[src/hdl/ate_pkg.sv]
package ate_pkg;

   // Screen store geometry
   localparam int MaxColumns       = 160;
   localparam int MaxRows          = 64;
   localparam int MinColumns       = 20;
   localparam int MinRows          = 8;
   localparam int ParamBufferBytes = 32;
   localparam int TabSpaces        = 4;

   localparam int StoreCells = MaxColumns * MaxRows;
   localparam int AddrBits   = $clog2(StoreCells);
   localparam int PosBits    = $clog2(ParamBufferBytes);
   localparam int TabBits    = $clog2(TabSpaces + 1);

   // Configuration register indexes
   localparam int          CsrIndexBits = 1;
   localparam logic [0:0]  CsrColumns   = 1'b0;
   localparam logic [0:0]  CsrRows      = 1'b1;

   // Byte codes
   localparam logic [7:0] EscByte     = 8'h1b;
   localparam logic [7:0] LfByte      = 8'h0a;
   localparam logic [7:0] CrByte      = 8'h0d;
   localparam logic [7:0] BsByte      = 8'h08;
   localparam logic [7:0] TabByte     = 8'h09;
   localparam logic [7:0] SpaceByte   = 8'h20;
   localparam logic [7:0] BracketByte = 8'h5b;
   localparam logic [7:0] SemiByte    = 8'h3b;
   localparam logic [7:0] QuestByte   = 8'h3f;
   localparam logic [7:0] Digit0Byte  = 8'h30;
   localparam logic [7:0] Digit9Byte  = 8'h39;
   localparam logic [7:0] FinUp       = 8'h41;
   localparam logic [7:0] FinDown     = 8'h42;
   localparam logic [7:0] FinRight    = 8'h43;
   localparam logic [7:0] FinLeft     = 8'h44;
   localparam logic [7:0] FinHome     = 8'h48;
   localparam logic [7:0] FinHomeAlt  = 8'h66;
   localparam logic [7:0] FinEraseDsp = 8'h4a;
   localparam logic [7:0] FinEraseLn  = 8'h4b;
   localparam logic [7:0] FinSgr      = 8'h6d;
   localparam logic [7:0] FinSet      = 8'h68;
   localparam logic [7:0] FinReset    = 8'h6c;

   localparam logic [7:0]  DefaultAttr = 8'h07;
   localparam logic [15:0] NumLimit    = 16'hffff;
   localparam logic [15:0] CursorMode  = 16'd25;
   localparam logic [15:0] EraseAll    = 16'd2;

   typedef struct packed {
      logic       op;
      logic [7:0] data_byte;
      logic [7:0] read_column;
      logic [5:0] read_line;
   } req_type;

   typedef struct packed {
      logic [5:0] cursor_line;
      logic [7:0] cursor_column;
      logic [7:0] current_attr;
      logic       cursor_shown;
      logic [7:0] cell_char;
      logic [7:0] cell_attr;
   } rsp_type;

   typedef struct packed {
      logic [7:0] ch;
      logic [7:0] attr;
   } cell_type;

   typedef struct packed {
      logic                en;
      logic [AddrBits-1:0] addr;
      cell_type            data;
   } store_wr_type;

   function automatic logic [AddrBits-1:0] cell_addr(input logic [5:0] row,
                                                     input logic [7:0] col);
      return AddrBits'(row) * AddrBits'(MaxColumns) + AddrBits'(col);
   endfunction

   function automatic logic is_digit(input logic [7:0] b);
      return (b >= Digit0Byte) && (b <= Digit9Byte);
   endfunction

endpackage

[src/hdl/ate_num.sv]
module ate_num
   import ate_pkg::*;
(
   input  logic [15:0] value,
   input  logic [7:0]  digit_byte,
   output logic [15:0] result
);

   logic [7:0]  digit;
   logic [19:0] sum;

   // Accumulate one decimal digit, saturate at the limit
   assign digit  = digit_byte - Digit0Byte;
   assign sum    = 20'({value, 3'b000}) + 20'({value, 1'b0}) + 20'(digit[3:0]);
   assign result = (sum > 20'(NumLimit)) ? NumLimit : sum[15:0];

endmodule

[config.mk]
export PLATFORM = sky130hd
export DESIGN_NAME = ate_num
export DESIGN_NICKNAME = d
export VERILOG_FILES = /design/src/hdl/ate_pkg.sv /design/src/hdl/ate_num.sv
export SDC_FILE = /design/constraint.sdc
export NUM_CORES = 1
export LEC_CHECK = 0
export BUFFER_PORTS_ARGS = -buffer_cell sky130_fd_sc_hd__buf_2
export CORE_UTILIZATION = 43
export DETAILED_ROUTE_END_ITERATION = 7
export GPL_TIMING_DRIVEN = 0
export MAX_ROUTING_LAYER = met4
export PLACE_DENSITY = 0.7
export SLEW_MARGIN = 25
export SYNTH_ARGS = -nofsm -noshare
export SYNTH_HDL_FRONTEND = slang
export SYNTH_SLANG_ARGS = --single-unit
[constraint.sdc]
create_clock -name vclk -period 4.4
set_input_delay 0.44 -clock vclk [all_inputs]
set_output_delay 0.44 -clock vclk [all_outputs]
set_load 0.02 [all_outputs]
---- After elaboration in Yosys (flattened, before gate mapping) ----
Cells that the tools add are included.
operators by class
  add/subtract/negate cells ............... 3
  $lt $le $gt $ge ......................... 1
  mux-type cells .......................... 1
operators with widths
  cell                                                             count
  adder 19 x 17 -> 20 bit                                          1
  adder 20 x 4 -> 20 bit                                           1
  greater-than comparator 20 x 16 -> 1 bit, second input constant  1
  2-to-1 mux 16 bit                                                1
  subtractor 4 x 1 -> 4 bit, second input constant                 1
word-level totals
  bits in registers ....................... 0
  input bits .............................. 24
  output and inout bits ................... 16
  logic and storage cells ................. 5

---- Logic depth before layout (Yosys ltp) ----
  depth after elaboration ................. 4
  mapped depth ............................ 10
  depth with buffers taken out ............ 9

---- Worst setup path after synthesis ----
No wires, ideal clock.
  path type ............................... input to output
  start point ............................. input port value[0]
  end point ............................... output port result[10]
  data arrival time ....................... 3.363 ns
  data required time ...................... 3.960 ns
  setup slack ............................. 0.597 ns
  cell stages on the path ................. 9
  path buffers ............................ 1
  cells stage by stage .................... fa_1 fa_1 a211o_1 a211oi_1 nor4b_1 or3_1 a222oi_1 buf_6 nand2_1
on the way
  longest elaborated chain between the ends .. 4
RTL lines
  element                                   RTL line       text
  from (decl)                               ate_num.sv:4   input logic [15:0] value,
  adder 19 x 17 -> 20 bit *                 ate_num.sv:14  assign sum = 20'({value, 3'b000}) + 20'({value, 1'b0}) + 20'(digit[3:0]);
  adder 20 x 4 -> 20 bit *                  ate_num.sv:14
  greater-than comparator 20 x 16 -> 1 bit  ate_num.sv:15  assign result = (sum > 20'(NumLimit)) ? NumLimit : sum[15:0];
  2-to-1 mux 16 bit *                       ate_num.sv:15
  to (decl)                                 ate_num.sv:6   output logic [15:0] result
Mark *: on every way between the ends. The rest lies on a longest branch, timed or not.

---- Worst setup path after layout ----
  start point ............................. input port value[0]
  end point ............................... output port result[13]
Same word-level chain as after synthesis.

==> impl_results.md <==
* Status: completed
* Placed cell areas at 1420 sq um
* RD Place Congestion at 0.866
* Area of the die at 3010 sq um
* Final slew viol count at 0
* Mapped Cells at 150
* PwrDens at 179 nW/um^2
* Worst Slack Setup Final at 0.465 ns
* Worst VDD drop at 0.0949 mV
* Die W at 54.8 microns
* # fillers at 258
* Synth top area share at 0.323
* Placed wire-length estimate at 2.55 mm
* Overall routed net length at 2.95 mm
* Register area at 0 sq um
* Clkbuf count at 0
* Initial core utilization at 0.467
* CTS Hold Buffers Added at 0
* Antenna Cells at 0
* Yosys warnings at 0
* Post-CTS Resized at 0
* Tightest Pin Transition at 0.397 ns
* Worst Hold Class: in -> out
* Remaining routing DRC violations at 0
* CP Class: in -> out
* Initial DRC Count at 31
* Post-CTS Setup Bufs at 0
* # rows at 18
* Final #Nets at 246
* Global route overflow at 0
* Vias in the first global route at 1140
* Syn_nets at 207
* DP Worst Slack at 0.0614 ns
* Leak at 0.704 nW
* ANT nets after route at 0
* Unique masters post-synth at 41
* Period minus WS final at 3.94 ns
* Setup TNS Final at 0 ns
* Via Count at 1273
* Syn avg cell area at 8.00 sq um
* Final Cell Area at 1430 sq um
* Layout cells sized above 1 at 0.283
* Syn Std Cell Area at 1200 sq um
* Seq/Total Area, Yosys at 0
* Port bufs at 36
* Slew margin rel. at 0.732
* I/O pin cnt at 40
* Area grow syn2layout at 18.8%
* CP Launch Type: input port
* CP max FO at 10
* Vias per cell at 5.87
* RSZ-0062 raised after global routing: no
* Largest net degree at the start of global routing at 11
* Gr usage total at 0.221
* Worst Path Arrival at 3.50 ns
* Kind of end point of the critical path: output pin
* Synth area leader: ha_1
* Core box area at 2570 sq um
* FFs & Latches at 0
* Fin crit share at 0.894
* Max-Cap Viols at 0
* Final setup vio count at 0
* Worst Path Required at 3.96 ns
* Footprint of the multi-input gates at 1130 sq um
* DRT Pass-1 Iters at 4
* Fmax achieved at 254 MHz
* Final Hold Vio Count at 0
* Initial antenna violation count at 0
* Global-route wire length before repair at 4.84 mm
* WL per Instance at 13.6 microns
* Die Y-Extent at 54.8 microns
* Synth area leaders: ha_1 32%, nand2_1 5.9%, a21oi_1 5.8%, xnor2_1 5.1%, a21o_1 3.8%
==> power by group <==
group          internal (mW)  switching (mW)
combinational          0.111           0.144
clock                      0               0
sequential                 0               0
total                  0.111           0.144
==> worst max-delay path, stage by stage <==
cell	delay, ns
buf_2	0.12
fa_1	0.53
fa_1	0.50
a211o_1	0.35
a211oi_1	0.27
nor4b_1	0.10
or3_1	0.32
a222oi_1	0.31
buf_4	0.21
buf_6	0.15
nand2_1	0.06
buf_2	0.15
==> stage by stage <==
stage	power, mW	hold WS [ns]	cells	utilization
finish	0.255	1.19	217	0.555
global route	0.285	1.24	217	0.555
CTS	0.254	1.19	216	0.552
detailed placement	0.252	1.19	216	0.552
global placement	0.245	1.18	216	0.552
floorplan	0.193	1.08	150	-
==> path summary, 6_finish.rpt <==
kind	from	to	slack, ns	depth (start not counted)
setup / recovery	value[0]	result[13]	0.46	12
hold / removal	digit_byte[0]	result[0]	1.19	3
==> layer usage <==
| metal | part of all wire | global-route usage |
|---|---|---|
| met4 | 0.0061 | 0.00855 |
| met5 | 0 | - |
| met1 | 0.46 | 0.300 |
| met2 | 0.48 | 0.384 |
| met3 | 0.048 | 0 |
==> area by class of cell <==
| cell class | instances | area share |
|---|---|---|
| plain buffers | 6 | 0.0404 |
| inverters | 3 | 0.00790 |
| multi-input cells | 141 | 0.794 |
| well taps | 30 | 0.0263 |
| repair buffers | 37 | 0.132 |
==> placed cells by master (no fill, tap or decap), drive strengths merged, types with 2 or more instances in the layout <==
cell    Yosys  routed
a21o       10      10
nand4       4       4
o21bai      2       2
inv         3       3
o211ai      2       2
xor2        5       5
ha         31      31
o21a        2       2
and2        2       2
xnor2       7       7
or3         2       2
nand2      21      21
fa          2       2
o21ai       8       8
a211oi      3       3
buf         5      42
nand2b      6       6
a21oi      14      14
nor2        4       4
==> Yosys cell counts, drive strengths merged (2+ instances only) <==
cell type  count
buf            5
xor2           5
a21o          10
a21oi         14
ha            31
o21bai         2
nand2         21
or3            2
and2           2
o21ai          8
nor2           4
xnor2          7
nand4          4
o211ai         2
o21a           2
fa             2
a211oi         3
nand2b         6
inv            3
==> logic make-up after synthesis <==
logic type	count (synthesis)	share of synthesized area
AO/OA/AOI/OAI	53	0.314
AND/OR/NAND/NOR	43	0.185
buffers and inverters	9	0.0573
adder cells (fa/ha/maj)	33	0.357
XOR/XNOR	12	0.0876
Note: power is estimated with default switching activity, not from simulation.
